### src/design/lasc_pkg.sv
// Shared types, constants and the sine/cosine table generator for the lidar
// clearance core. No dependencies.
package lasc_pkg;

	localparam int ANGLE_W    = 16;
	localparam int RANGE_IN_W = 16;
	localparam int ROOM_W     = 16;
	localparam int OCT_W      = 13;
	localparam int OCT_DEPTH  = 4501;
	localparam int TRIG_MAX_W = 18;
	localparam int QDEPTH     = 4;
	localparam int QPTR_W     = 2;
	localparam int QCNT_W     = 3;
	localparam int CFG_ADDR_W = 4;
	localparam int CFG_DATA_W = 32;

	localparam logic [ANGLE_W-1:0] ANGLE_FULL   = 16'd36000;
	localparam logic [ANGLE_W-1:0] ANGLE_Q3     = 16'd27000;
	localparam logic [ANGLE_W-1:0] ANGLE_Q2     = 16'd18000;
	localparam logic [ANGLE_W-1:0] ANGLE_Q1     = 16'd9000;
	localparam logic [ANGLE_W-1:0] ANGLE_OCTANT = 16'd4500;

	localparam logic [RANGE_IN_W-1:0] MIN_RANGE_MM = 16'd30;
	localparam logic signed [ROOM_W-1:0] ROOM_START = 16'sd9900;
	localparam logic signed [ROOM_W-1:0] ROOM_FLOOR = -16'sd2047;

	localparam logic [63:0] ONE_Q30          = 64'd1 << 30;
	localparam logic [63:0] RAD_PER_CDEG_Q30 = 64'd187403;

	typedef enum logic [1:0] {
		REG_REVERSE     = 2'd0,
		REG_HALF_LENGTH = 2'd1,
		REG_HALF_WIDTH  = 2'd2,
		REG_SIDE_MARGIN = 2'd3
	} reg_idx_t;

	typedef struct packed {
		logic        reverse_direction;
		logic [10:0] half_length_mm;
		logic [10:0] half_width_mm;
		logic [9:0]  side_margin_mm;
	} cfg_t;

	typedef struct packed {
		logic valid;
		logic keep;
		logic last;
	} item_ctl_t;

	typedef struct packed {
		logic sn_neg;
		logic cs_neg;
	} trig_sign_t;

	typedef struct packed {
		logic                     push;
		logic signed [ROOM_W-1:0] data;
	} result_push_t;

	// Sine and cosine of t centidegrees (t up to one octant), each rounded
	// to frac fractional bits; sine in the upper half of the result.
	function automatic logic [2*TRIG_MAX_W-1:0] octant_trig(input logic [OCT_W-1:0] t,
			input int frac);
		logic [63:0] x;
		logic [63:0] x2;
		logic [63:0] h;
		logic [63:0] s;
		logic [63:0] c;
		x  = 64'(t) * RAD_PER_CDEG_Q30;
		x2 = (x * x) >> 30;

		h = ONE_Q30 - x2 / 64'd42;
		h = ONE_Q30 - ((x2 * h) >> 30) / 64'd20;
		h = ONE_Q30 - ((x2 * h) >> 30) / 64'd6;
		s = (x * h) >> 30;
		s = (s + (64'd1 << (29 - frac))) >> (30 - frac);

		h = ONE_Q30 - x2 / 64'd56;
		h = ONE_Q30 - ((x2 * h) >> 30) / 64'd30;
		h = ONE_Q30 - ((x2 * h) >> 30) / 64'd12;
		c = ONE_Q30 - ((x2 * h) >> 30) / 64'd2;
		c = (c + (64'd1 << (29 - frac))) >> (30 - frac);

		return {s[TRIG_MAX_W-1:0], c[TRIG_MAX_W-1:0]};
	endfunction

endpackage

### src/design/lasc_cfg.sv
// APB-style configuration registers of the lidar clearance core.
// Depends on lasc_pkg.
module lasc_cfg (
	input  logic                             clk,
	input  logic                             arst_n,
	input  logic                             psel,
	input  logic                             penable,
	input  logic                             pwrite,
	input  logic [lasc_pkg::CFG_ADDR_W-1:0] paddr,
	input  logic [lasc_pkg::CFG_DATA_W-1:0] pwdata,
	output logic [lasc_pkg::CFG_DATA_W-1:0] prdata,
	output logic                             pready,
	output lasc_pkg::cfg_t                   cfg
);
	import lasc_pkg::*;

	cfg_t     cfg_q;
	reg_idx_t idx;
	logic     wr_en;

	assign idx    = reg_idx_t'(paddr[CFG_ADDR_W-1:2]);
	assign wr_en  = psel && penable && pwrite;
	assign pready = 1'b1;
	assign cfg    = cfg_q;

	always_ff @(posedge clk or negedge arst_n) begin
		if (!arst_n) begin
			cfg_q.reverse_direction <= 1'b0;
			cfg_q.half_length_mm    <= 11'd100;
			cfg_q.half_width_mm     <= 11'd65;
			cfg_q.side_margin_mm    <= 10'd10;
		end else if (wr_en) begin
			unique case (idx)
				REG_REVERSE:     cfg_q.reverse_direction <= pwdata[0];
				REG_HALF_LENGTH: cfg_q.half_length_mm    <= pwdata[10:0];
				REG_HALF_WIDTH:  cfg_q.half_width_mm     <= pwdata[10:0];
				REG_SIDE_MARGIN: cfg_q.side_margin_mm    <= pwdata[9:0];
				default: ;
			endcase
		end
	end

	always_comb begin
		prdata = '0;
		unique case (idx)
			REG_REVERSE:     prdata = CFG_DATA_W'(cfg_q.reverse_direction);
			REG_HALF_LENGTH: prdata = CFG_DATA_W'(cfg_q.half_length_mm);
			REG_HALF_WIDTH:  prdata = CFG_DATA_W'(cfg_q.half_width_mm);
			REG_SIDE_MARGIN: prdata = CFG_DATA_W'(cfg_q.side_margin_mm);
			default:         prdata = '0;
		endcase
	end

endmodule

### config.mk
export PLATFORM = sky130hd
export DESIGN_NAME = lasc_cfg
export DESIGN_NICKNAME = d
export VERILOG_FILES = /design/src/design/lasc_pkg.sv /design/src/design/lasc_cfg.sv
export SDC_FILE = /design/constraint.sdc
export NUM_CORES = 1
export LEC_CHECK = 0
export BUFFER_PORTS_ARGS = -buffer_cell sky130_fd_sc_hd__buf_2
export CORE_ASPECT_RATIO = 1.2
export CORE_UTILIZATION = 46
export CTS_CLUSTER_DIAMETER = 50
export CTS_CLUSTER_SIZE = 20
export DETAILED_ROUTE_END_ITERATION = 6
export PLACE_DENSITY = 0.84
export SETUP_SLACK_MARGIN = 0.05
export SLEW_MARGIN = 5
export SYNTH_ARGS = -nofsm -noshare
export SYNTH_HDL_FRONTEND = slang
export SYNTH_SLANG_ARGS = --single-unit
export TNS_END_PERCENT = 20
### constraint.sdc
create_clock -name clk -period 2.2 [get_ports clk]
set_input_delay 0.11 -clock clk [delete_from_list [all_inputs] [get_ports clk]]
set_output_delay 0.11 -clock clk [all_outputs]
set_load 0.01 [all_outputs]
# After elaboration in Yosys (flattened, before gate mapping)
# Index checks and enable logic that the tools add are counted.
[op_classes]
n_addsub = 0
mul = 0
div_mod_pow = 0
magnitude_cmp = 0
eq_ne = 3
shifts = 0
muxes = 1
n_bitwise = 0
n_reduce_logical = 7
[op_table]
columns = ["cell", "n"]
rows = [
  ["case mux 32 bit (4 select lines)", 1],
  ["AND reduction 2 bit", 4],
  ["== test 2 bit, second input constant", 2],
  ["== test 2 x 1 -> 1 bit, second input constant", 1],
  ["logical AND 1 bit", 2],
  ["zero test 2 bit", 1],
]
[totals]
reg_bits = 33
latchBits = 0
mem_bits_rw = 0
mem_bits_ro = 0
output_inout_bits = 66
n_memories = 0

# Longest topological paths before layout
[logic_depth]
word_depth = 3
depth_mapped = 4

# Worst setup path before layout
# OpenSTA, ideal clock, no wires.
[synth_timing]
kind = "input to register"
from = "input port pwrite"
to = "register cfg_q (netlist bit cfg[22])"
setup_time_ns = 0.125
arrival_ns = 0.948
path_slack_ns = 1.127
stages = 4
n_path_buf = 1
cell_sequence = "and3_4 -> and3b_4 -> buf_6 -> mux2_4"
[synth_via]
elab_chain_len = 2
[synth_lines]
columns = ["item", "line", "rtl"]
rows = [
  ["start: declaration", "lasc_cfg.sv:8", "input logic pwrite,"],
  ["logical AND 1 bit", "lasc_cfg.sv:22", "assign wr_en = psel && penable && pwrite;"],
  ["AND reduction 2 bit (no line)", "--", ""],
  ["end: declaration", "lasc_cfg.sv:17", "cfg_t cfg_q;"],
]
# No other way between the ends.
# A chain may end at the register's enable or synchronous reset.

# Worst setup path after layout
[layout_timing]
from = "register cfg_q (netlist bit cfg[4])"
to = "output port prdata[4] in the netlist's numbering"
[layout_via]
elab_chain_len = 1
[layout_lines]
columns = ["item", "line", "rtl"]
rows = [
  ["case mux 32 bit (4 select lines)", "lasc_cfg.sv:45", "unique case (idx)"],
  ["end: declaration", "lasc_cfg.sv:11", "output logic [lasc_pkg::CFG_DATA_W-1:0] prdata,"],
]
# No other way between the ends. The select of a mux whose other input is x is not followed.

==> impl_results.md <==
- Peak VDD IR: 0.501 mV
- First-pass GRT wire length: 5330 um
- Final Wtd Congestion: 0.690
- Layout area overhead: 21.0%
- CTS Buf Count: 5
- Avg Vias per Cell: 4.85
- H-Tree Depth: 2
- CTS tree: done
- Clock power share: 0.279
- CTS clk-pin slew, worst paths: 0.07 ns
- 1st-iter DRT viols: 60
- Slew headroom: 0.528
- Clk_lat worst skew: 0.28 ns
- Min cycle time layout: 1.41 ns
- Run status: complete, no violations
- Worst Path Required: 2.09 ns
- WL per Instance: 14.2 um
- EDFF count, synth: 0
- Synth Area per Inst: 14.5 um2
- Max incr delay on CP: 0.40 ns
- Pins over their slew limit: 0
- Switching Power: 580 uW
- Worst Path Arrival: 1.30 ns
- Hold Crit Class: in2reg
- Yosys cell types: 19
- Grt ovf: 0
- Layout cells sized above 1: 0.667
- Warnings, synthesis: 0
- Detail Route met3 WL: 218 um
- Critical Path Slowest Stage Cell: dfrtp_1
- Buffers added on ports: 61
- Hpwl dp: 2370 um
- Die Span Y: 70.0 um
- Synth Register Bits: 33
- Area post-placement: 2020 um2
- Initial Util: 0.484
- Crit. End Element: output port
- Comb power frac: 0.297
- Max reg flops: 33
- Setup_tns: 0 ns
- Commonest non-fill, non-tap cells in the layout: buf_2, dfrtp_1, mux2_2, conb_1, mux2_4
- Critical path class: reg2out
- Post-route cell area: 2140 um2
- # rows: 24
- Gate Count Post-Synth: 122
- Total core area: 3660 um2
- Routed WL: 3390 um
- Final Hold Vio Count: 0
- Root buffer cell: clkbuf_8
- Switching fraction of total power: 0.280
- Via count: 1154
- Flop2flop setup slack: 1.42 ns
- CTS max path bufs: 2
- Highest routed layer: met4
- DRC: 0
- Seq/Total Area, Yosys: 0.471
- Reg power frac: 0.423
- CP Cell Sequence: mux2_2 > a22o_1 > buf_2
- RSZ-0062 raised after global routing: no
- Sequential cell area: 835 um2
- Clock sink count: 33
- CTS resizes: 0
- Die area: 4110 um2
- Met1 Wirelength: 1410 um
- Total of max-cap violations: 0
- Final setup fails: 0
- Final nets: 226
- GRT Total Usage: 0.177
- Routed wl met2: 1680 um
- # fillers: 324
- Post-synthesis async set-or-reset flop share: 1.00
- Initial antenna violation count: 0
- Tot Pwr: 2.07 mW
- Mapped Area: 1770 um2
- Commonest non-fill, non-tap cell in the layout: buf_2
- Int Pwr: 1.49 mW
- Delay-heaviest family, CP: flip-flops
- Chip Width: 58.7 um
- CP Launch Type: flip-flop
- Largest net degree at the start of global routing: 34
- Multi-input combinational cell area: 806 um2
- Final period util: 0.642
- Leak pwr: 1.09 nW
- Io pins: 107
- Drt pass-1 iters: 4
- Maximum clock frequency: 0.708 GHz
- WP buf/inv: 1
- # diodes: 0
- Skew final: 0 ns
- Worst slew pin tran: 0.708 ns
- PwrDens: 966 nW/um2
- Final ANT Viol Nets: 0
- Number of global-route vias before repair: 1102
- Dominant synthesized flop cell: dfrtp_1
- Critical path fanouts, max: 3
[layout make-up]
| class | instances | share of cell area |
|---|---|---|
| Multi-Input combinational cell | 82 | 0.376 |
| Clock inverter | 1 | 0.0140 |
| Tap cell | 52 | 0.0303 |
| Sequential cell | 33 | 0.389 |
| Timing Repair Buffer | 63 | 0.151 |
| Clock buffer | 7 | 0.0403 |
[timing repair]
item,in CTS,in global routing
endpoints found under the hold margin,26,0
hold buffers,1,0
setup buffers,0,0
[path summary, 6_finish.rpt]
check	startpoint	endpoint	depth (start not counted)
max	cfg[4]	prdata[4]	3
min	pwdata[7]	cfg[28]	2
max reg2reg	cfg[25]	cfg[25]	1
min reg2reg	cfg[6]	cfg[6]	1
max in group asynchronous	arst_n	cfg[2]	2
min in group asynchronous	arst_n	cfg[24]	2
[routing by layer]
layer,up-vias,global-route usage
met5,-,0
met4,0,0.0952
met3,8,0.0333
met2,59,0.281
met1,569,0.226
li1,518,-
[metrics by stage]
stage	utilization	worst slack, ns	hold WS [ns]	std cells
after detailed placement	0.551	0.772	0.202	229
after CTS	0.585	0.774	0.0736	238
after global routing	0.585	0.742	0.0830	238
after global placement	0.551	0.785	0.193	229
final	0.585	0.787	0.0798	238
after floorplan	-	1.13	-0.186	142
[cell families (layout without fill, tap and decap cells)]
group / count (synthesis) / after routing / synth area share
multiplexers: 43 / 43 / 0.322
flip-flops: 33 / 33 / 0.471
buffers and inverters: 27 / 71 / 0.117
AO/OA/AOI/OAI: 10 / 10 / 0.0494
AND/OR/NAND/NOR: 7 / 7 / 0.0367
other: 2 / 22 / 0.00424
[synthesized netlist by cell type, types with 2 or more instances]
library cell | count | area [um2]
a22o_1 | 10 | 87.6
mux2_4 | 20 | 300
conb_1 | 2 | 7.51
dfstp_2 | 7 | 184
mux2_2 | 22 | 248
buf_4 | 23 | 173
dfrtp_1 | 26 | 651
[power by group through the flow]
stage / Clock [mW] / Sequential, mW / Combinational (mW)
6_report: 0.578 / 0.878 / 0.616
5_1_grt: 0.622 / 0.897 / 0.669
4_1_cts: 0.595 / 0.878 / 0.623
3_5_place_dp: 0 / 0.888 / 0.620
3_3_place_gp: 0 / 0.882 / 0.606
2_1_floorplan: 0 / 0.942 / 0.343
No activity file was read; power rests on OpenSTA's default activity.
