`config.mk`:
```
export PLATFORM = sky130hd
export DESIGN_NAME = lasc_track
export DESIGN_NICKNAME = d
export VERILOG_FILES = /design/src/design/lasc_pkg.sv /design/src/design/lasc_track.sv
export SDC_FILE = /design/constraint.sdc
export NUM_CORES = 1
export LEC_CHECK = 0
export BUFFER_PORTS_ARGS = -buffer_cell sky130_fd_sc_hd__buf_4
export CAP_MARGIN = 20
export CELL_PAD_IN_SITES_DETAIL_PLACEMENT = 1
export CELL_PAD_IN_SITES_GLOBAL_PLACEMENT = 2
export CORE_ASPECT_RATIO = 0.7
export CORE_MARGIN = 3
export CORE_UTILIZATION = 35
export CTS_CLUSTER_SIZE = 25
export DETAILED_ROUTE_END_ITERATION = 8
export PLACE_DENSITY = 0.8
export SLEW_MARGIN = 20
export SYNTH_ARGS = -nofsm -noshare
export SYNTH_HDL_FRONTEND = slang
export SYNTH_SLANG_ARGS = --single-unit
```
`constraint.sdc`:
```
create_clock -name clk -period 7.4 [get_ports clk]
set_input_delay 1.48 -clock clk [delete_from_list [all_inputs] [get_ports clk]]
set_output_delay 1.48 -clock clk [all_outputs]
set_load 0.05 [all_outputs]
```
`src/design/lasc_pkg.sv`:
```
// Shared types, constants and the sine/cosine table generator for the lidar
// clearance core. No dependencies.
package lasc_pkg;

	localparam int ANGLE_W    = 16;
	localparam int RANGE_IN_W = 16;
	localparam int ROOM_W     = 16;
	localparam int OCT_W      = 13;
	localparam int OCT_DEPTH  = 4501;
	localparam int TRIG_MAX_W = 18;
	localparam int QDEPTH     = 4;
	localparam int QPTR_W     = 2;
	localparam int QCNT_W     = 3;
	localparam int CFG_ADDR_W = 4;
	localparam int CFG_DATA_W = 32;

	localparam logic [ANGLE_W-1:0] ANGLE_FULL   = 16'd36000;
	localparam logic [ANGLE_W-1:0] ANGLE_Q3     = 16'd27000;
	localparam logic [ANGLE_W-1:0] ANGLE_Q2     = 16'd18000;
	localparam logic [ANGLE_W-1:0] ANGLE_Q1     = 16'd9000;
	localparam logic [ANGLE_W-1:0] ANGLE_OCTANT = 16'd4500;

	localparam logic [RANGE_IN_W-1:0] MIN_RANGE_MM = 16'd30;
	localparam logic signed [ROOM_W-1:0] ROOM_START = 16'sd9900;
	localparam logic signed [ROOM_W-1:0] ROOM_FLOOR = -16'sd2047;

	localparam logic [63:0] ONE_Q30          = 64'd1 << 30;
	localparam logic [63:0] RAD_PER_CDEG_Q30 = 64'd187403;

	typedef enum logic [1:0] {
		REG_REVERSE     = 2'd0,
		REG_HALF_LENGTH = 2'd1,
		REG_HALF_WIDTH  = 2'd2,
		REG_SIDE_MARGIN = 2'd3
	} reg_idx_t;

	typedef struct packed {
		logic        reverse_direction;
		logic [10:0] half_length_mm;
		logic [10:0] half_width_mm;
		logic [9:0]  side_margin_mm;
	} cfg_t;

	typedef struct packed {
		logic valid;
		logic keep;
		logic last;
	} item_ctl_t;

	typedef struct packed {
		logic sn_neg;
		logic cs_neg;
	} trig_sign_t;

	typedef struct packed {
		logic                     push;
		logic signed [ROOM_W-1:0] data;
	} result_push_t;

	// Sine and cosine of t centidegrees (t up to one octant), each rounded
	// to frac fractional bits; sine in the upper half of the result.
	function automatic logic [2*TRIG_MAX_W-1:0] octant_trig(input logic [OCT_W-1:0] t,
			input int frac);
		logic [63:0] x;
		logic [63:0] x2;
		logic [63:0] h;
		logic [63:0] s;
		logic [63:0] c;
		x  = 64'(t) * RAD_PER_CDEG_Q30;
		x2 = (x * x) >> 30;

		h = ONE_Q30 - x2 / 64'd42;
		h = ONE_Q30 - ((x2 * h) >> 30) / 64'd20;
		h = ONE_Q30 - ((x2 * h) >> 30) / 64'd6;
		s = (x * h) >> 30;
		s = (s + (64'd1 << (29 - frac))) >> (30 - frac);

		h = ONE_Q30 - x2 / 64'd56;
		h = ONE_Q30 - ((x2 * h) >> 30) / 64'd30;
		h = ONE_Q30 - ((x2 * h) >> 30) / 64'd12;
		c = ONE_Q30 - ((x2 * h) >> 30) / 64'd2;
		c = (c + (64'd1 << (29 - frac))) >> (30 - frac);

		return {s[TRIG_MAX_W-1:0], c[TRIG_MAX_W-1:0]};
	endfunction

endpackage

```
`src/design/lasc_track.sv`:
```
// Coordinate products, sweep band test and running minimum of the free
// distance per scan. Depends on lasc_pkg.
module lasc_track #(
	parameter int RANGE_BITS     = 16,
	parameter int TRIG_FRAC_BITS = 15
) (
	input  logic                      clk,
	input  logic                      arst_n,
	input  lasc_pkg::cfg_t            cfg,
	input  lasc_pkg::item_ctl_t       ctl_s2,
	input  logic [RANGE_BITS-1:0]     range_s2,
	input  logic [TRIG_FRAC_BITS:0]   sn_mag_s2,
	input  logic [TRIG_FRAC_BITS:0]   cs_mag_s2,
	input  lasc_pkg::trig_sign_t      sign_s2,
	output lasc_pkg::result_push_t    res
);
	import lasc_pkg::*;

	localparam int TW = TRIG_FRAC_BITS + 1;
	localparam int PW = RANGE_BITS + TW;
	localparam int CW = PW + 12;
	localparam int AW = PW + 1 - TRIG_FRAC_BITS;
	localparam int RW = AW + 1;
	localparam int MW = (RW > ROOM_W) ? RW : ROOM_W;

	item_ctl_t                ctl_s3;
	logic                     ok_s3;
	logic [PW-1:0]            py_s3;
	logic [PW-1:0]            along_s3;
	logic signed [ROOM_W-1:0] nearest_q;

	logic [11:0]              band;
	logic                     band_ok;
	logic [PW:0]              along_rnd;
	logic [AW-1:0]            along_mm;
	logic signed [RW-1:0]     room;
	logic signed [MW-1:0]     room_x;
	logic signed [MW-1:0]     nearest_x;
	logic                     hit;
	logic signed [ROOM_W-1:0] min_val;

	always_ff @(posedge clk or negedge arst_n) begin
		if (!arst_n) begin
			ctl_s3 <= '0;
		end else begin
			ctl_s3 <= ctl_s2;
		end
	end

	always_ff @(posedge clk) begin
		py_s3    <= PW'(range_s2) * PW'(sn_mag_s2);
		along_s3 <= PW'(range_s2) * PW'(cs_mag_s2);
		ok_s3    <= sign_s2.cs_neg == cfg.reverse_direction;
	end

	always_comb begin
		band      = 12'(cfg.half_width_mm) + 12'(cfg.side_margin_mm);
		band_ok   = CW'(py_s3) <= CW'({band, {TRIG_FRAC_BITS{1'b0}}});
		along_rnd = (PW+1)'(along_s3) + ((PW+1)'(1) << (TRIG_FRAC_BITS - 1));
		along_mm  = along_rnd[PW:TRIG_FRAC_BITS];
		room      = $signed({1'b0, along_mm}) - $signed(RW'(cfg.half_length_mm));
		room_x    = MW'(room);
		nearest_x = MW'(nearest_q);
		hit       = ctl_s3.keep && ok_s3 && (along_s3 != '0) && band_ok;
		min_val   = (hit && room_x < nearest_x) ? ROOM_W'(room) : nearest_q;
	end

	always_ff @(posedge clk or negedge arst_n) begin
		if (!arst_n) begin
			nearest_q <= ROOM_START;
		end else if (ctl_s3.valid) begin
			nearest_q <= ctl_s3.last ? ROOM_START : min_val;
		end
	end

	assign res.push = ctl_s3.valid && ctl_s3.last;
	assign res.data = min_val;

	a_restart: assert property (@(posedge clk) disable iff (!arst_n)
		ctl_s3.valid && ctl_s3.last |=> nearest_q == ROOM_START)
		else $error("running minimum not restarted after a scan end");
	a_ceiling: assert property (@(posedge clk) disable iff (!arst_n)
		nearest_q <= ROOM_START)
		else $error("running minimum above its start value");
	a_bounds: assert property (@(posedge clk) disable iff (!arst_n)
		res.push |-> (res.data <= ROOM_START && res.data >= ROOM_FLOOR))
		else $error("scan result outside its possible range");

endmodule

```
# After elaboration in Yosys (flattened, before gate mapping)
# Index checks and enable logic that the tools add are counted.
dict set report op_classes {
  eq_ne 1
  n_reduce_logical 6
  n_addsub 3
  n_lt_le_gt_ge 2
  mux 2
  n_mul 2
}
# operator n
set ops {}
lappend ops {{multiplier 16 x 16 -> 32 bit} 2}
lappend ops {{adder 32 x 15 -> 33 bit (second input constant)} 1}
lappend ops {{<= comparator 32 x 27 -> 1 bit} 1}
lappend ops {{two-way mux 16 bit} 2}
lappend ops {{nonzero test 32 bit} 1}
lappend ops {{< comparator 19 x 16 -> 1 bit} 1}
lappend ops {{subtractor 18 x 11 -> 19 bit} 1}
lappend ops {{adder 11 x 10 -> 12 bit} 1}
lappend ops {{logical AND 1 bit} 5}
lappend ops {{== test 1 bit} 1}
dict set report totals {
  ff_bits 84
  output_inout_bits 17
  in_bits 88
}

# Logic depth before layout (Yosys ltp)
# Gate-level depths: netlist of run 1.
dict set report logic_depth {
  depth_word 6
  mapped_depth 24
  ltp_nobuf 22
}

# Worst setup path after synthesis of run 1
# Ideal clock, no wire load.
dict set report synth_timing {
  path_type {input port to output port}
  startpoint {input port cfg[22] (netlist bit)}
  endpoint {output port res[0] (netlist bit)}
  required_ns 5.920
  path_buffers 2
  arrival_time_ns 6.302
  cell_stages 19
  path_slack_ns -0.382
  path_cell_list {inv_1 -> ha_1 -> nor2b_1 -> o31a_1 -> o21ai_0 -> a21oi_1 -> a2111oi_0 -> o21ai_0 -> nor3b_1 -> xor2_1 -> ha_1 -> a2111oi_0 -> o21ai_0 -> o32ai_1 -> a31oi_1 -> or2_1 -> buf_6 -> buf_2 -> o21ai_0}
}
# item line
set synth_lines {}
lappend synth_lines {{start, declared} lasc_track.sv:9} ;# input lasc_pkg::cfg_t cfg,
lappend synth_lines {{end, declared} lasc_track.sv:15} ;# output lasc_pkg::result_push_t res

==> flow_metrics.env, run 1 <==
export IMPL_number_of_storage_elements_in_the_synthesis_netlist=84
export IMPL_worstSetupStartpoint="cfg[21]"
export IMPL_rr_startpoint="along_s3[17]"
export IMPL_port_buffers=103
export IMPL_drt_first_pass_iters=5
export IMPL_cts_buf_count=9
export IMPL_worstSkewPairLatency_ps=390
export IMPL_hold_violations=0
export IMPL_leading_area_contributor_after_synthesis="sky130_fd_sc_hd__fa_1"
export IMPL_count_of_nets_left_with_antenna_violations_after_detail_routing=0
export IMPL_setup_skew_ps=11.81
export IMPL_cts_hold_fix_buffers=0
export IMPL_areaGrowthSynthToFinish_pct=15.44
export IMPL_period_share_pct=99.94
export IMPL_cp_slowest_stage_delay_ps=430
export IMPL_insertedDiodeCount=0
export IMPL_ff2ff_path_depth=26
export IMPL_synthesis_nets=3157
export IMPL_post_dp_hpwl_um=50930
export IMPL_critical_path_endpoint_type="output pin"
export IMPL_max_clock_path_buffers=2
export IMPL_grt_usage_pct=19.44
export IMPL_core_area_sq_um=60250
export IMPL_filler_cell_count=7112
export IMPL_finalSetupViolCount=0
export IMPL_stdcell_count=3410
export IMPL_run_status="finished, final reports clean"
export IMPL_avgRoutedWirePerCell_um=17.53
export IMPL_totalWireLength_um=59780
export IMPL_synthDominantCellAreaShare_pct=36.48
export IMPL_die_y_um=212.9
export IMPL_ys_flop_type="sky130_fd_sc_hd__dfxtp_1"
export IMPL_drtIter0Drc=704
export IMPL_synthesis_instances=2418
export IMPL_synth_edff_count=0
export IMPL_hold_class="flip-flop to flip-flop"
export IMPL_globalRoute_totalOverflow=0
export IMPL_clk_transition_reported_paths_ps=80
export IMPL_rrSetupSlack_ps=1610
export IMPL_number_of_global_route_vias_before_repair=18900
export IMPL_die_w_um=301.5
export IMPL_crit_path_frequent_cell="sky130_fd_sc_hd__buf_4"
export IMPL_worstPathMaxFanout=16
export IMPL_timing_max_transition_violations_final=0
export IMPL_synth_cell_type_count=68
export IMPL_post_route_min_period_ps=7395
export IMPL_crit_required_ps=5920
export IMPL_pin_slew_with_the_least_headroom_to_its_limit_ps=936.4
export IMPL_seqCellArea_sq_um=1787
export IMPL_worstPathArrival_ps=5920
export IMPL_slowest_stage="sky130_fd_sc_hd__fa_2"
export IMPL_top_area_cells_in_the_synthesized_netlist="sky130_fd_sc_hd__fa_1, sky130_fd_sc_hd__ha_1, sky130_fd_sc_hd__inv_1"
export IMPL_die_area_sq_um=64190
export IMPL_post_route_cells_drive_above_1_share_pct=13.34
export IMPL_cts_max_level=3
export IMPL_unrepaired_setup_endpoints_after_global_routing="true"
export IMPL_ioPinCount=105
export IMPL_cts_sink_count=84
export IMPL_max_freq_mhz=135.2
export IMPL_startpoint_type="input port"
export IMPL_slew_limit_headroom_pct=37.00
export IMPL_starting_utilization_of_the_core_area_pct=35.52
export IMPL_final_common_cell="sky130_fd_sc_hd__inv_1"
export IMPL_synth_avg_cell_area_sq_um=8.850
export IMPL_seq_area_frac_synth_pct=8.344
export IMPL_cts_tree="yes"
export IMPL_yosysWarnings=0
export IMPL_cts_root_buf="sky130_fd_sc_hd__clkbuf_16"
export IMPL_core_rowCount=75
export IMPL_worstReg2RegEnd="nearest_q[14]"
export IMPL_critical_path_class="input port to output pin"
export IMPL_grt_first_pass_wirelength_um=99530
export IMPL_synth_async_sr_flop_share_pct=22.62
export IMPL_final_cell_mix="sky130_fd_sc_hd__inv_1, sky130_fd_sc_hd__fa_1, sky130_fd_sc_hd__nand2_1"
export IMPL_multi_input_area_sq_um=17630
export IMPL_placedCellCount=3385
export IMPL_drc=0
export IMPL_grt_start_max_net_pins=26
export IMPL_fin_nets=3336
export IMPL_post_drt_via_cell_ratio=4.940
export IMPL_worstPathCellList="buf_6 > ha_4 > fa_2 > nor2b_4 > o21ai_2 > a31o_4 > a211o_1 > nand4_1 > buf_4 > a21oi_1 > xnor2_1 > ha_1 > a21o_1 > a2111oi_4 > o21ai_2 > o32ai_2 > buf_4 > a31oi_4 > or2_4 > buf_8 > mux2_2 > buf_4"
export IMPL_cell_area_synth_sq_um=21400
export IMPL_antenna_found_initial=0
export IMPL_gp_routability_congestion=0.8278
export IMPL_critical_path_endpoint="res[3]"
export IMPL_drv_max_cap_violation_count=0
export IMPL_route_vias_total=16850
==> cell usage after synthesis, types with 16 or more instances <==
cell and n:
sky130_fd_sc_hd__fa_1 390, sky130_fd_sc_hd__a211oi_1 16, sky130_fd_sc_hd__nand2_1 327, sky130_fd_sc_hd__o21ai_0 40
sky130_fd_sc_hd__and2_1 241, sky130_fd_sc_hd__nor2_1 39, sky130_fd_sc_hd__xnor2_1 67, sky130_fd_sc_hd__clkbuf_1 87
sky130_fd_sc_hd__a21o_1 28, sky130_fd_sc_hd__xor2_1 27, sky130_fd_sc_hd__nand3_1 24, sky130_fd_sc_hd__inv_1 513
sky130_fd_sc_hd__ha_1 261, sky130_fd_sc_hd__dfxtp_1 65, sky130_fd_sc_hd__a21oi_1 67
==> layout make-up <==
| type | instances | share of cell area, % |
|---|---|---|
| inverter | 513 | 7.795 |
| sequential | 84 | 7.233 |
| tap | 808 | 4.093 |
| multi-input combinational | 1731 | 71.36 |
| timing repair buffer | 258 | 8.241 |
| clock inverter | 6 | 0.3090 |
| clock buffer | 10 | 0.9674 |
==> per-layer routing <==
| layer | up-vias | global-route usage, % | part of all wire [%] |
|---|---|---|---|
| met4 | 0 | 2.371 | 0.66 |
| met1 | 8749 | 29.45 | 51 |
| met3 | 25 | 2.816 | 3.9 |
| met2 | 247 | 30.20 | 44 |
| li1 | 7825 | - | - |
| met5 | - | 0 | 0 |
==> registers in the layout (all words and copies together) (netlist names) <==
register	count
ctl_s3	3
along_s3	32
py_s3	32
nearest_q	16
ok_s3	1
==> through the flow <==
| step | setup TNS, ps | utilization (%) | area, sq um | worst slack (ps) | hold slack (ps) |
|---|---|---|---|---|---|
| 5_1_grt | -1522 | 41.00 | 24700 | -165.8 | 516.3 |
| 3_5_place_dp | -10910 | 39.79 | 23970 | -626.3 | 483.2 |
| 4_1_cts | 0 | 40.64 | 24490 | 3.626 | 492.9 |
| 6_report | 0 | 41.00 | 24700 | 4.721 | 494.8 |
| 2_1_floorplan | -170.2 | - | 21400 | -82.73 | 464.5 |
| 3_3_place_gp | -7037 | 39.79 | 23970 | -451.8 | 478.0 |
==> logic make-up after synthesis <==
family,count (synthesis),share of synthesized area (%)
flops,84,8.344
buf+inv,603,10.67
xor+xnor,94,3.847
simple gates,723,16.95
mux,11,0.5789
fa+ha+maj,651,51.75
compound gates,252,7.864
==> worst max-delay path, delay by kind of cell <==
family | cells | cell delay [ps]
AO/OA/AOI/OAI | 9 | 1720
adder cells (fa/ha/maj) | 3 | 900
buffers and inverters | 5 | 780
AND/OR/NAND/NOR | 3 | 610
multiplexers | 1 | 280
XOR/XNOR | 1 | 130
==> worst min path at each step <==
stage | start | to | slack, ps | depth (start not counted)
finish | nearest_q[5] | nearest_q[5] | 490 | 2
global placement | nearest_q[9] | nearest_q[9] | 480 | 2
detailed placement | nearest_q[5] | nearest_q[5] | 480 | 2
floorplan | nearest_q[13] | nearest_q[13] | 460 | 2
global route | nearest_q[5] | nearest_q[5] | 520 | 2
CTS | nearest_q[5] | nearest_q[5] | 490 | 2
==> repair_timing <==
item / in CTS / in global routing
setup endpoints to repair: 17 / 24
setup buffers: 5 / 4
gates cloned: 0 / 0
pin swaps: 23 / 28
resized for setup: 38 / 39
Power of run 1 is left out: the tool's default activity adds up to more than one toggle a clock period on the data nets, which glitch-free logic cannot reach.
==> run 2, diff against run 1 <==
==> constraint.sdc (replaced) <==
create_clock -name clk -period 7.4 [get_ports clk]
set_input_delay 0.74 -clock clk [delete_from_list [all_inputs] [get_ports clk]]
set_output_delay 0.74 -clock clk [all_outputs]
set_load 0.05 [all_outputs]
==> run 2 against run 1 <==
- hold slack worse by 280 ps
- cell area is 5.7% lower
- count of clock-buffer cells in the layout stayed put
- register-to-register slack worse by 150 ps
- clock skew is 3.8 ps higher
- utilization is 2.3 points lower
- sequential cell count stayed put
- worst setup slack better by 450 ps
- non-clock buffer count is 137 lower
- global-route usage is 0.59 points lower
- critical endpoint is now res[15]
- largest cell class unchanged
==> flow_metrics.env, run 2 (synthesis results as in run 1) <==
export IMPL_run_status="finished, final reports clean"
export IMPL_cts_sink_count=84
export IMPL_critical_path_endpoint_type="output pin"
export IMPL_worstReg2RegEnd="nearest_q[14]"
export IMPL_die_y_um=212.9
export IMPL_critical_path_class="flip-flop to output pin"
export IMPL_post_dp_hpwl_um=47010
export IMPL_preCtsSetupSlack_ps=178.2
export IMPL_finalSetupViolCount=0
export IMPL_post_route_cells_drive_above_1_share_pct=6.856
export IMPL_grt_start_max_net_pins=33
export IMPL_ff2ff_path_depth=22
export IMPL_rrSetupSlack_ps=1460
export IMPL_final_setup_tns_ps=0
export IMPL_timing_final_ws_setup_ps=459.4
export IMPL_globalRoute_totalOverflow=0
export IMPL_grt_usage_pct=18.85
export IMPL_core_area_sq_um=60250
export IMPL_areaGrowthSynthToFinish_pct=8.852
export IMPL_largestRegisters="along_s3 x32, py_s3 x32, nearest_q x16"
export IMPL_worstPathMaxFanout=12
export IMPL_final_cell_mix="sky130_fd_sc_hd__inv_1, sky130_fd_sc_hd__fa_1, sky130_fd_sc_hd__nand2_1"
export IMPL_die_w_um=301.5
export IMPL_core_rowCount=75
export IMPL_clk_transition_reported_paths_ps=80
export IMPL_slew_limit_headroom_pct=41.95
export IMPL_utilization_pct=38.66
export IMPL_post_drt_via_cell_ratio=5.000
export IMPL_post_route_min_period_ps=6941
export IMPL_antenna_found_initial=0
export IMPL_filler_cell_count=7142
export IMPL_final_common_cell="sky130_fd_sc_hd__inv_1"
export IMPL_unrepaired_setup_endpoints_after_global_routing="false"
export IMPL_totalWireLength_um=57160
export IMPL_hold_class="input port to asynchronous set/reset pin"
export IMPL_cts_root_buf="sky130_fd_sc_hd__clkbuf_16"
export IMPL_starting_utilization_of_the_core_area_pct=35.52
export IMPL_number_of_global_route_vias_before_repair=18490
export IMPL_drtIter0Drc=676
export IMPL_count_of_nets_left_with_antenna_violations_after_detail_routing=0
export IMPL_drv_max_cap_violation_count=0
export IMPL_setup_skew_ps=15.57
export IMPL_worstPathArrival_ps=6200
export IMPL_drc=0
export IMPL_cts_max_level=3
export IMPL_startpoint_type="flip-flop"
export IMPL_route_vias_total=16360
export IMPL_avgRoutedWirePerCell_um=17.46
export IMPL_fin_nets=3199
export IMPL_cts_buf_count=9
export IMPL_worstSkewPairLatency_ps=400
export IMPL_cts_post_setup_buffers_inserted=0
export IMPL_ioPinCount=105
export IMPL_rr_startpoint="along_s3[16]"
export IMPL_max_freq_mhz=144.1
export IMPL_period_share_pct=93.79
export IMPL_gp_routability_congestion=0.8101
export IMPL_insertedDiodeCount=0
export IMPL_max_clock_path_buffers=2
export IMPL_grt_first_pass_wirelength_um=96660
export IMPL_timing_max_transition_violations_final=0
export IMPL_port_buffers=103
export IMPL_hold_violations=0
export IMPL_cts_tree="yes"
export IMPL_die_area_sq_um=64190
export IMPL_drt_first_pass_iters=5
export IMPL_pin_slew_with_the_least_headroom_to_its_limit_ps=862.8
export IMPL_crit_required_ps=6660
[run 2: final cells by class]
type                       instances  area (sq um)  area share (%)
multi-input combinational       1731         17350           74.47
inverter                         513          1926           8.267
clock buffer                      10         239.0           1.026
timing repair buffer             121         908.4           3.900
tap                              808          1011           4.340
clock inverter                     6         77.57          0.3330
sequential                        84          1785           7.665
[run 2: worst max-delay path by stage]
stage,startpoint,to,cells past startpoint
after floorplan,along_s3[15],res[0],20
after global placement,range_s2[8],py_s3[29],21
after detailed placement,range_s2[8],py_s3[29],21
after CTS,along_s3[14],res[15],21
after global routing,along_s3[16],res[15],22
final,along_s3[16],res[15],22
[run 2: per-layer routing]
layer  GRT usage (%)  vias up  routed length, um
met1           28.14     8572              29250
met4           3.038        0                581
li1                -     7545                  -
met5               0        -                  0
met3           2.236       26               1897
met2           29.82      221              25430
[run 2: worst max-delay path: stages (launching register included)]
cell	delay, ps
sky130_fd_sc_hd__dfxtp_1	450
sky130_fd_sc_hd__and3_1	200
sky130_fd_sc_hd__and3_1	270
sky130_fd_sc_hd__and3_1	210
sky130_fd_sc_hd__xor2_1	200
sky130_fd_sc_hd__ha_1	280
sky130_fd_sc_hd__or2_2	310
sky130_fd_sc_hd__a21oi_1	190
sky130_fd_sc_hd__a211o_1	220
sky130_fd_sc_hd__nand4_1	240
sky130_fd_sc_hd__nor4_1	290
sky130_fd_sc_hd__a21oi_1	80
sky130_fd_sc_hd__xnor2_1	180
sky130_fd_sc_hd__ha_1	270
sky130_fd_sc_hd__a21o_1	180
sky130_fd_sc_hd__a2111oi_0	380
sky130_fd_sc_hd__o21ai_0	230
sky130_fd_sc_hd__o32ai_2	400
sky130_fd_sc_hd__a31oi_1	110
sky130_fd_sc_hd__or2_4	320
sky130_fd_sc_hd__nor4bb_1	330
sky130_fd_sc_hd__a221o_1	220
sky130_fd_sc_hd__buf_4	220
[run 2: timing repair]
action / CTS / global route
endpoints found under the setup margin: 0 / 16
gates resized for setup: 0 / 4
hold buffers: 0 / 0
[run 2: metrics by stage]
step	instances	cell area [sq um]	hold slack [ps]
finish	3273	23290	211.9
floorplan	2418	21400	444.4
detailed placement	3257	22960	484.9
global route	3273	23290	208.8
CTS	3273	23280	200.3
global placement	3257	22960	473.9
Power of run 2 is left out for the same reason.
