**src/design/lasc_pkg.sv**
```systemverilog
// Shared types, constants and the sine/cosine table generator for the lidar
// clearance core. No dependencies.
package lasc_pkg;

	localparam int ANGLE_W    = 16;
	localparam int RANGE_IN_W = 16;
	localparam int ROOM_W     = 16;
	localparam int OCT_W      = 13;
	localparam int OCT_DEPTH  = 4501;
	localparam int TRIG_MAX_W = 18;
	localparam int QDEPTH     = 4;
	localparam int QPTR_W     = 2;
	localparam int QCNT_W     = 3;
	localparam int CFG_ADDR_W = 4;
	localparam int CFG_DATA_W = 32;

	localparam logic [ANGLE_W-1:0] ANGLE_FULL   = 16'd36000;
	localparam logic [ANGLE_W-1:0] ANGLE_Q3     = 16'd27000;
	localparam logic [ANGLE_W-1:0] ANGLE_Q2     = 16'd18000;
	localparam logic [ANGLE_W-1:0] ANGLE_Q1     = 16'd9000;
	localparam logic [ANGLE_W-1:0] ANGLE_OCTANT = 16'd4500;

	localparam logic [RANGE_IN_W-1:0] MIN_RANGE_MM = 16'd30;
	localparam logic signed [ROOM_W-1:0] ROOM_START = 16'sd9900;
	localparam logic signed [ROOM_W-1:0] ROOM_FLOOR = -16'sd2047;

	localparam logic [63:0] ONE_Q30          = 64'd1 << 30;
	localparam logic [63:0] RAD_PER_CDEG_Q30 = 64'd187403;

	typedef enum logic [1:0] {
		REG_REVERSE     = 2'd0,
		REG_HALF_LENGTH = 2'd1,
		REG_HALF_WIDTH  = 2'd2,
		REG_SIDE_MARGIN = 2'd3
	} reg_idx_t;

	typedef struct packed {
		logic        reverse_direction;
		logic [10:0] half_length_mm;
		logic [10:0] half_width_mm;
		logic [9:0]  side_margin_mm;
	} cfg_t;

	typedef struct packed {
		logic valid;
		logic keep;
		logic last;
	} item_ctl_t;

	typedef struct packed {
		logic sn_neg;
		logic cs_neg;
	} trig_sign_t;

	typedef struct packed {
		logic                     push;
		logic signed [ROOM_W-1:0] data;
	} result_push_t;

	// Sine and cosine of t centidegrees (t up to one octant), each rounded
	// to frac fractional bits; sine in the upper half of the result.
	function automatic logic [2*TRIG_MAX_W-1:0] octant_trig(input logic [OCT_W-1:0] t,
			input int frac);
		logic [63:0] x;
		logic [63:0] x2;
		logic [63:0] h;
		logic [63:0] s;
		logic [63:0] c;
		x  = 64'(t) * RAD_PER_CDEG_Q30;
		x2 = (x * x) >> 30;

		h = ONE_Q30 - x2 / 64'd42;
		h = ONE_Q30 - ((x2 * h) >> 30) / 64'd20;
		h = ONE_Q30 - ((x2 * h) >> 30) / 64'd6;
		s = (x * h) >> 30;
		s = (s + (64'd1 << (29 - frac))) >> (30 - frac);

		h = ONE_Q30 - x2 / 64'd56;
		h = ONE_Q30 - ((x2 * h) >> 30) / 64'd30;
		h = ONE_Q30 - ((x2 * h) >> 30) / 64'd12;
		c = ONE_Q30 - ((x2 * h) >> 30) / 64'd2;
		c = (c + (64'd1 << (29 - frac))) >> (30 - frac);

		return {s[TRIG_MAX_W-1:0], c[TRIG_MAX_W-1:0]};
	endfunction

endpackage

```
**src/design/lasc_ifs.sv**
```systemverilog


interface lasc_out_if;
	import lasc_pkg::*;
	logic                     valid;
	logic                     ready;
	logic signed [ROOM_W-1:0] free_distance_mm;

	modport source (output valid, output free_distance_mm, input ready);
	modport sink (input valid, input free_distance_mm, output ready);
endinterface

```
**src/design/lasc_oq.sv**
```systemverilog
// Result queue that holds finished scan results until the consumer takes
// them. Depends on lasc_pkg and lasc_ifs.
module lasc_oq (
	input  logic                          clk,
	input  logic                          arst_n,
	input  lasc_pkg::result_push_t        res,
	output logic [lasc_pkg::QCNT_W-1:0]   count,
	lasc_out_if.source                    out_ch
);
	import lasc_pkg::*;

	logic signed [ROOM_W-1:0] mem [QDEPTH];
	logic [QPTR_W-1:0]        wr_ptr_q;
	logic [QPTR_W-1:0]        rd_ptr_q;
	logic [QCNT_W-1:0]        count_q;
	logic                     pop;

	assign pop                    = out_ch.valid && out_ch.ready;
	assign out_ch.valid           = count_q != '0;
	assign out_ch.free_distance_mm = mem[rd_ptr_q];
	assign count                  = count_q;

	always_ff @(posedge clk) begin
		if (res.push) begin
			mem[wr_ptr_q] <= res.data;
		end
	end

	always_ff @(posedge clk or negedge arst_n) begin
		if (!arst_n) begin
			wr_ptr_q <= '0;
			rd_ptr_q <= '0;
			count_q  <= '0;
		end else begin
			if (res.push) begin
				wr_ptr_q <= wr_ptr_q + 1'b1;
			end
			if (pop) begin
				rd_ptr_q <= rd_ptr_q + 1'b1;
			end
			if (res.push && !pop) begin
				count_q <= count_q + 1'b1;
			end else if (pop && !res.push) begin
				count_q <= count_q - 1'b1;
			end
		end
	end

	a_no_overflow: assert property (@(posedge clk) disable iff (!arst_n)
		res.push |-> count_q < QCNT_W'(QDEPTH))
		else $error("result queue written while full");
	a_fill: assert property (@(posedge clk) disable iff (!arst_n)
		res.push && !pop |=> count_q == $past(count_q) + 1'b1)
		else $error("result queue count not raised on a write");
	a_drain: assert property (@(posedge clk) disable iff (!arst_n)
		pop && !res.push |=> count_q == $past(count_q) - 1'b1)
		else $error("result queue count not lowered on a transfer");

endmodule

```
**src/flat_wrapper.sv**
```systemverilog
// flat-port wrapper written by rule: the top's interface ports become plain ports
module lasc_oq_flat import lasc_pkg::*;
  (clk, arst_n, res, count, out_ch_valid, out_ch_free_distance_mm, out_ch_ready);
  lasc_out_if out_ch_i ();
  input  logic clk;
  input  logic arst_n;
  input  lasc_pkg::result_push_t res;
  output logic [lasc_pkg::QCNT_W-1:0] count;
  output wire logic [$bits(out_ch_i.valid)-1:0] out_ch_valid;
  output wire logic [$bits(out_ch_i.free_distance_mm)-1:0] out_ch_free_distance_mm;
  input wire logic [$bits(out_ch_i.ready)-1:0] out_ch_ready;
  assign out_ch_valid = out_ch_i.valid;
  assign out_ch_free_distance_mm = out_ch_i.free_distance_mm;
  assign out_ch_i.ready = out_ch_ready;
  lasc_oq u_core (.clk(clk), .arst_n(arst_n), .res(res), .count(count), .out_ch(out_ch_i));
endmodule
```
**config.mk**
```make
export PLATFORM = sky130hd
export DESIGN_NAME = lasc_oq_flat
export DESIGN_NICKNAME = d
export VERILOG_FILES = /design/src/design/lasc_pkg.sv /design/src/design/lasc_ifs.sv /design/src/design/lasc_oq.sv /design/src/flat_wrapper.sv
export SDC_FILE = /design/constraint.sdc
export NUM_CORES = 1
export LEC_CHECK = 0
export ABC_AREA = 1
export BUFFER_PORTS_ARGS = -buffer_cell sky130_fd_sc_hd__buf_4
export CAP_MARGIN = 40
export CORE_MARGIN = 5
export CORE_UTILIZATION = 64
export CTS_BUF_LIST = sky130_fd_sc_hd__clkbuf_8
export DETAILED_ROUTE_END_ITERATION = 10
export PLACE_DENSITY = 0.84
export SYNTH_ARGS = -nofsm -noshare
export SYNTH_HDL_FRONTEND = slang
export SYNTH_SLANG_ARGS = --single-unit
```
**constraint.sdc**
```tcl
create_clock -name clk -period 4.09 [get_ports clk]
set_input_delay 0.2045 -clock clk [delete_from_list [all_inputs] [get_ports clk]]
set_output_delay 0.2045 -clock clk [all_outputs]
set_load 0.02 [all_outputs]
```
### After elaboration in Yosys (flattened, before gate mapping)

Memory sizes are Yosys's and may differ from the RTL's.
Cells that the tools add are included.

* word-level logic and storage cells: 19
* latch bits: 0
* ROM bits: 0
* output and inout bits: 20
* memories: 1
* bits in writable memories: 64
* input port bits: 20
* flip-flop bits (word level): 7

* $lt $le $gt $ge: 0
* shifts and indexed selects: 0
* div/mod/pow operators: 0
* $add $sub $neg: 4
* multiplexer cells: 4
* reduce and logical (&&, ||, !) cells: 7
* $mul: 0
* bitwise operators: 0
* eq/ne operators: 0

Memory list
* u_core.mem: depth 4, bits a word 16, rd ports 1, clocked after Yosys merged registers in 0, wr ports 1, line lasc_oq.sv:12 `logic signed [ROOM_W-1:0] mem [QDEPTH];`

Operator list (count)
* 3-bit 2-to-1 mux: 2
* 2-bit by 1-bit adder with 2-bit output, second input constant: 2
* 3-bit by 1-bit adder with 3-bit output, second input constant: 1
* 1-bit logical AND: 3
* 3-bit nonzero test: 1
* 3-bit by 1-bit subtractor with 3-bit output, second input constant: 1
* 1-bit zero test: 2
* 1-bit 2-to-1 mux: 2
* 2-bit nonzero test: 1

### Logic depth before layout (Yosys ltp)

Gate-level depths: netlist of the first run.

* word-level depth: 5
* mapped depth: 11
* mapped depth without buffers: 11

### Least setup slack after synthesis of the first run

Ideal clock, no wire load.

* path kind: reg2reg
* from: register u_core.count_q[0] (netlist: u_core.count[0])
* to: register u_core.count_q[2] (netlist: u_core.count[2])
* required time: 3.973 ns
* period minus slack after synthesis: 1.873 ns
* stages on the path, launching flop included: 11
* slack: 2.217 ns
* arrival time: 1.755 ns
* setup time: 0.117 ns
* buffers on the path: 0
* cell sequence: dfrtp_1 > nor2_1 > nand2_1 > nand2_1 > ha_1 > inv_1 > fa_1 > nand2_1 > nand3_1 > nand2_1 > nand2_1

* cells in the longest elaborated chain, start to end: 5
* elaborated cells on any way between the ends: 10
* classes of those cells: add/sub: 2; mux: 2; reduce/logical: 6

Ends and longest elaborated chain
* from (decl): line lasc_oq.sv:15 `logic [QCNT_W-1:0] count_q;`
* from (signal assigned): line lasc_oq.sv:42 `count_q <= count_q + 1'b1;`
* from (signal assigned): line lasc_oq.sv:44 `count_q <= count_q - 1'b1;`
* 3-bit nonzero test (*): line lasc_oq.sv:19 `assign out_ch.valid = count_q != '0;`
* named net out_ch_valid: line flat_wrapper.sv:9 `output wire logic [$bits(out_ch_i.valid)-1:0] out_ch_valid;`
* 1-bit logical AND (*): line lasc_oq.sv:18 `assign pop = out_ch.valid && out_ch.ready;`
* 1-bit zero test: line lasc_oq.sv:41 `if (res.push && !pop) begin`
* 1-bit logical AND: line lasc_oq.sv:41
* 3-bit 2-to-1 mux / 2-bit nonzero test (equally long branches)

Mark *: on every way through the listed nets, which the timed path passes. The rest lies on a longest branch. The select of a mux whose other input is x is not followed.
A chain may end at the register's enable or synchronous reset.

### Worst setup path after layout of the first run

* from: register u_core.rd_ptr_q[0]
* to: output out_ch_free_distance_mm[0]

* cells in the longest elaborated chain, start to end: 1

Ends and longest elaborated chain
* from (decl): line lasc_oq.sv:14 `logic [QPTR_W-1:0] rd_ptr_q;`
* from (signal assigned): line lasc_oq.sv:39 `rd_ptr_q <= rd_ptr_q + 1'b1;`
* memory 4 x 16 bit
* to (decl): line flat_wrapper.sv:10 `output wire logic [$bits(out_ch_i.free_distance_mm)-1:0] out_ch_free_distance_mm;`

Every way passes these cells.

==> results.md, run 1 <==
Logic synthesis:
- The total nets after synthesis is 267.
- The number of synthesized register bits is 71.
- By count the netlist is led by edfxtp_1, nand2_1, inv_1.
- The most frequently used cell type in the post-synthesis netlist is edfxtp_1.
- For this run, asynchronously set or reset flops after synthesis account for 9.86%.
- The synthesized netlist contains 20 unique library cells.
- In the synthesized netlist the dominant register cell turns out to be edfxtp_1.
- Sequential cells were found to cover 66.1% of the synthesized design area.
- The cell count after synthesis is 241.
- The synthesized design devotes to its leading area cell type 60.6% of total area.
- By area the synthesized netlist is led by edfxtp_1, o211ai_2, nand2_1.
- The summed instance area of the synthesized netlist is 0.00317 mm².
- The average instance in the mapped netlist occupies 13.2 µm².
- The count of synthesis-stage warnings from yosys is 0.
- The synthesized design spends more area on one cell type than any other, namely edfxtp_1.
- The number of flops mapped to enable cells by yosys is 64.

Global route:
- The first global-routing pass estimated 8800 µm of wire.
- The number of antenna violations at the first check in global routing is 0.
- Across every metal layer, demand over resource in global routing totals 18.9%.
- The number of global-route vias before repair is 1829.
- Entering global routing, the biggest net connects 43 pins.
- The total overflow left after global routing is 0.

Placement:
- Input and output buffers added on the ports amount to 39.
- The final HPWL from detailed placement is 3470 µm.
- Routability-driven placement finished with a final weighted congestion of 0.703.

Drt:
- Using the TritonRoute via totals, the vias-per-cell ratio works out to 5.12.
- The number of iterations in the first detailed-routing pass is 4.
- The number of routed nets with antenna violations is 0.
- The via count is 1807.
- Dividing the detail-routed wire length by the instance count gives 15.1 µm.
- Wires add up to 5330 µm.
- The number of DRC violations after detailed routing is 0.
- The number of DRC violations after detailed-routing iteration 0 is 106.

Setup path:
- The worst-path cell with the longest stage delay is inv_2.
- The signal on the critical path passes through inv_2 > buf_4 > nand2_1 > o211ai_2 > nand2_1 > buf_4.
- In this run the worst setup path begins at u_core.rd_ptr_q[0]$_DFFE_PN0P_.
- For the worst setup path, the data arrival time is 2270 ps.
- On the worst path, the slowest cell contributes a delay of 630 ps.
- The kind of cell with the highest combined delay along the critical path is buffers and inverters.
- In this run the worst path has a maximum fanout of 42.
- The category of the worst setup path capture point is a primary output.
- The start of the worst register-to-register path is u_core.rd_ptr_q[0]$_DFFE_PN0P_.
- STA classifies the critical path startpoint as a flip-flop.
- The count of buffering cells on the critical path with inverters included is 3.
- The startpoint-to-endpoint class of the critical path is reg2out.
- For the worst setup path, the data required time is 3890 ps.

Clocking:
- The tree built by TritonCTS fans out to 71 sinks.
- The buffer depth of the longest clock path is 2.
- In this run, post-CTS repair resized a total of 0 instances.
- The clock edge transition at the registers on the reported setup and hold paths is 70 ps.
- The root buffer cell chosen for the clock tree is clkbuf_8.
- The clock latency on the worst-skew pair is 330 ps.
- The H-tree depth reported by CTS is 3.
- The TritonCTS clock tree is built.
- Buffers inserted during clock tree synthesis total 9.
- Post-CTS timing repair inserted 0 buffers for setup.
- The number of hold buffers added after CTS was 1.

Pwr:
- The static leakage is 1.57 nW.
- The worst vdd rail ir drop is 0.433 mV.
- The power per unit of standard cell area is 718 mW/mm².

Cells and area:
- The count of antenna diodes in the layout is 0.
- The number of nets in the layout is 309.
- The share of the core filled with cells is 76.1%.
- Compared with the post-synthesis result, the final layout area differs by 14.0%.
- The fraction of final layout cells with drive strength greater than 1 is 32.2%.

STA:
- The worst path in the final design needs a cycle of 2470 ps, including I/O delays and setup.
- Setup repair after global routing left no endpoint under its margin.
- The number of pins exceeding their max-slew limit in the final report came to 0.
- For the pin with the worst max-slew slack, the measured transition is 853 ps.
- The total negative setup slack is 0 ps.
- The portion of the clock cycle consumed by the worst path in the final layout is 60.5%.
- The final count of negative-setup-slack endpoints is 0.
- The headroom to the max-slew limit is 43.0%.
- On the final layout, the worst clock skew is 9.01 ps.
- The hold violation count in the final report was 0.
- The maximum operating frequency is 0.404 GHz.

Run:
- The max-cap violation count is 0.

Status:
- The flow ran to the end, and the final reports show no timing, DRC or antenna violations.

Floorplanning:
- The x dimension of the die is 80.4 µm.
- The number of cell rows is 25.
- The initial utilization of the core area, before any placement, comes to 66.7%.
- The area of the placeable core is 0.00475 mm².
- The die covers 0.00646 mm².
- 40 I/O pins were placed.
- The die is 80.4 µm tall.

Worst hold path:
- The worst min-delay path category is in2reg.
- In this run the most critical hold path is launched from res[13].
cell type report:
class                   count  area (µm²)
flip-flops and latches     71        2100
well taps                  67        83.8
repair buffers             42         318
clock buffers               9         124
inverters                  44         168
fillers                   330        1140
clock inverters             5        18.8
multi-input cells         115         807
metal layers:
metal,GRT usage (%),up-vias,wire length (µm)
met5,0,-,0
met3,5.38,7,258
met2,31.1,49,2780
met1,22.9,860,2230
li1,-,891,-
met4,8.78,0,64
sequential cells by signal, indices dropped and copies added, names as in the netlist:
| register | flops |
|---|---|
| u_core.mem | 64 |
| u_core.count | 3 |
| u_core.rd_ptr_q | 2 |
| u_core.wr_ptr_q | 2 |
cell usage in the layout (no fill, tap or decap):
cell type      count
xor2_1             1
xnor2_1            1
inv_4              1
nor2_1             1
dfrtp_1            7
fa_1               1
nand4_1            1
inv_1             42
nand2_2            7
nand2_1           62
dlygate4sd3_1      1
nand3_1            3
clkinv_1           4
o21ai_0            1
edfxtp_1          64
inv_2              2
o211ai_2          32
clkbuf_8           9
buf_4             41
ha_1               5
stage by stage:
stage	cells	setup WS [ps]	total power [mW]	area [µm²]	hold WS, ps
floorplan	241	2220	1.87	3170	-91.1
global placement	338	2020	2.15	3460	24.1
detailed placement	338	1970	2.19	3460	24.8
CTS	353	1590	2.62	3620	50.1
global route	353	1410	2.77	3620	47.5
finish	353	1620	2.60	3620	65.4
power by group:
part / internal [mW] / switching, mW
clock: 0.203 / 0.232
combinational: 0.408 / 0.697
sequential: 0.963 / 0.0943
total: 1.57 / 1.02
worst paths after layout:
check	to	slack, ps	cells after the start
min in group asynchronous	u_core.wr_ptr_q[0]$_DFFE_PN0P_	230	2
min reg2reg	u_core.count[2]$_DFFE_PN0P_	520	2
max	out_ch_free_distance_mm[0]	1620	6
min	u_core.mem[2][13]$_DFFE_PP_	70	1
max reg2reg	u_core.rd_ptr_q[1]$_DFFE_PN0P_	2180	6
max in group asynchronous	u_core.rd_ptr_q[1]$_DFFE_PN0P_	3730	2
cell families (layout without fill, tap and decap cells):
group                      after synthesis  in the layout  share of synthesized area (%)
and+or+nand+nor                         74             74                           9.51
DFF                                     71             71                           66.1
buffers and inverters                   55            100                           8.44
AOI/OAI and AO/OA                       33             33                           12.8
adders and majority gates                6              6                           2.60
xor gates and xnor gates                 2              2                          0.552
Power figures use the tool's default switching activity.
==> run 2, diff against run 1 <==
CORE_UTILIZATION = 60   (was 64)
PLACE_DENSITY = 0.79   (was 0.84)
clock period = 2.6 ns   (was 4.09 ns; I/O delays follow)
==> run 2 against run 1 <==
Net effect: setup slack got worse by 860 ps; hold slack got worse by 24 ps; critical path type unchanged; critical path depth unchanged; largest power group unchanged.
==> results.md, run 2 (synthesized netlist as in run 1, its figures left out) <==
Status:
- The flow ran to the end, and the final reports show no timing, DRC or antenna violations.

Setup path:
- The nature of the critical path startpoint is a flip-flop.
- The data required time at the worst endpoint is 2470 ps.
- At the worst endpoint, the arrival time is 1720 ps.
- The signal on the critical path passes through inv_2 > buf_4 > nand2_1 > o211ai_2 > nand2_1 > buf_4.
- The critical path is of the reg2out type.
- The category of the worst setup path capture point is a primary output.
- On the worst path, the slowest cell contributes a delay of 430 ps.
- In this run the worst path has a maximum fanout of 40.
- The worst-path cell with the longest stage delay is buf_4.
- The most critical setup path has its endpoint at out_ch_free_distance_mm[14].
- The worst register-to-register path ends at u_core.count[2]$_DFFE_PN0P_.
- The most critical setup path has its startpoint at u_core.rd_ptr_q[0]$_DFFE_PN0P_.
- In this run the critical register-to-register path is launched from u_core.count[0]$_DFFE_PN0P_.
- In this run the register-to-register setup slack is 820 ps.
- The number of cells on the worst reg-to-reg path is 10.

STA:
- The worst hold slack after final layout is 41.2 ps.
- Static timing analysis puts the maximum clock frequency at 0.541 GHz.
- For the final routed database, the setup TNS stands at 0 ps.
- Setup repair after global routing left no endpoint under its margin.
- The portion of the clock cycle consumed by the worst path in the final layout is 71.0%.
- Headroom to the max-slew limit came out at 49.7%.
- The number of pins exceeding their max-slew limit in the final report is 0.
- The hold violation count in the final report is 0.
- The final count of negative-setup-slack endpoints is 0.
- Counting I/O delays and the setup requirement, the final critical path takes 1850 ps.
- For the pin with the worst max-slew slack, the measured transition is 754 ps.
- On the final layout, the worst clock skew is 12.3 ps.

Cells and area:
- Cells with a size suffix above 1 make up 31.4% of the layout.
- The final instance area is 0.00384 mm².
- The library cell used most frequently in the layout, excluding fill and tap cells, is edfxtp_1.
- In the layout the commonest cells are edfxtp_1, nand2_1, inv_1, buf_4, o211ai_2.
- The count of antenna diodes in the layout is 0.
- More flip-flops sit in one register than any other, and that register is u_core.mem.
- The area added between synthesis and finish is 21.0%.
- The flip-flop count of the largest register, all copies and words added is 64.
- After the last flow step, the layout net total stands at 327.

Floorplanning:
- In this run the count of I/O pins placed on the die edge is 40.
- The initial cell density of the core is 62.1%.
- The chip height is 82.7 µm.
- The x dimension of the die is 82.7 µm.
- The number of cell rows is 26.
- The area of the die is 0.00684 mm².
- The area of the placeable core is 0.00511 mm².

Drt:
- Using the TritonRoute via totals, the vias-per-cell ratio works out to 4.94.
- After detailed routing, the number of remaining DRC violations is 0.
- The number of DRC violations after detailed-routing iteration 0 is 81.
- The routed layout has 1857 vias.
- The detailed-route wire length per cell is 14.2 µm.
- In this run the remaining antenna-violating nets after routing total 0.
- The routed wire length is 5330 µm.
- The number of iterations in the first detailed-routing pass is 4.

Global route:
- The global-route usage over all layers is 18.0%.
- Global routing finished with a remaining overflow of 0.
- The number of antenna violations at the first check in global routing is 0.
- Entering global routing, the biggest net connects 41 pins.
- The first global-routing pass estimated 8800 µm of wire.
- The number of global-route vias before repair is 1891.

Placement:
- During placement, the flow inserted port buffers numbering 39.
- The final HPWL from detailed placement is 3340 µm.
- The instance area after placement is 0.00348 mm².
- The placer congestion estimate is 0.735.

Clocking:
- The TritonCTS clock tree is built.
- The clock edge transition at the registers on the reported setup and hold paths is 70 ps.
- CTS saw 71 sinks.
- The hold-fix buffer count after cts is 16.
- The buffer depth of the longest clock path is 2.
- The H-tree depth reported by CTS is 3.
- The cell at the root of the clock tree is clkbuf_8.
- The post-cts repair resize count is 0.
- The clock latency on the worst-skew pair is 340 ps.
- The post-CTS setup buffer count is 0.
- The number of buffers added by the clock tree synthesis step is 9.

Pwr:
- The worst vdd rail ir drop is 0.751 mV.
- The power per unit of standard cell area is 1110 mW/mm².
- The static leakage is 1.69 nW.

Worst hold path:
- The worst min-delay path category is in2reg.

Run:
- Across the run, the number of max-cap violations was 0.
[run 2: cell count changes in the layout (fill, tap and decap cells not counted)]
cell / previous run / this run
inv_1: 42 / 46
dlygate4sd3_1: 1 / 17
clkinv_1: 4 / 0
bufinv_16: 0 / 1
clkbuf_8: 9 / 10
buf_4: 41 / 43
[run 2: worst max-delay path, delay by kind of cell (launching register included)]
kind / cells / cell delay (ps)
AOI/OAI and AO/OA: 1 / 90
buffers and inverters: 3 / 660
and+or+nand+nor: 2 / 210
DFF: 1 / 410
[run 2: metrics by stage]
| stage | utilization, % | setup slack, ps | power (mW) | std cells |
|---|---|---|---|---|
| after floorplan | - | 727 | 2.94 | 241 |
| after global placement | 68.2 | 912 | 3.41 | 343 |
| after detailed placement | 68.2 | 803 | 3.46 | 343 |
| after CTS | 75.0 | 722 | 4.29 | 375 |
| after global routing | 75.2 | 597 | 4.53 | 376 |
| final | 75.2 | 753 | 4.24 | 376 |
[run 2: worst min-delay path by stage]
stage,start,slack (ps),endpoint,depth (start not counted)
after floorplan,arst_n,-170,u_core.count[0]$_DFFE_PN0P_,0
after global placement,arst_n,-50,u_core.wr_ptr_q[0]$_DFFE_PN0P_,1
after detailed placement,arst_n,-50,u_core.wr_ptr_q[1]$_DFFE_PN0P_,1
after CTS,res[14],0.4,u_core.mem[0][14]$_DFFE_PP_,1
after global routing,res[16],30,u_core.wr_ptr_q[0]$_DFFE_PN0P_,2
final,res[16],40,u_core.wr_ptr_q[0]$_DFFE_PN0P_,2
[run 2: power by group]
group | switching (mW) | internal, mW
logic | 1.11 | 0.674
registers | 0.131 | 1.51
clock network | 0.364 | 0.452
[run 2: area by class of cell]
cell class | count | area, µm²
timing repair buffer | 60 | 493
clock buffer | 10 | 138
fill | 351 | 1270
multi-input combinational | 115 | 807
sequential | 71 | 2100
inverter | 44 | 168
clock inverter | 6 | 48.8
tap | 70 | 87.6
[run 2: routing by layer]
metal / global-route usage, % / wire length (µm) / vias to the layer above
met2: 30.4 / 2740 / 41
met5: 0 / 0 / -
met3: 4.23 / 205 / 8
met4: 9.48 / 111 / 0
li1: - / - / 927
met1: 21.4 / 2280 / 881
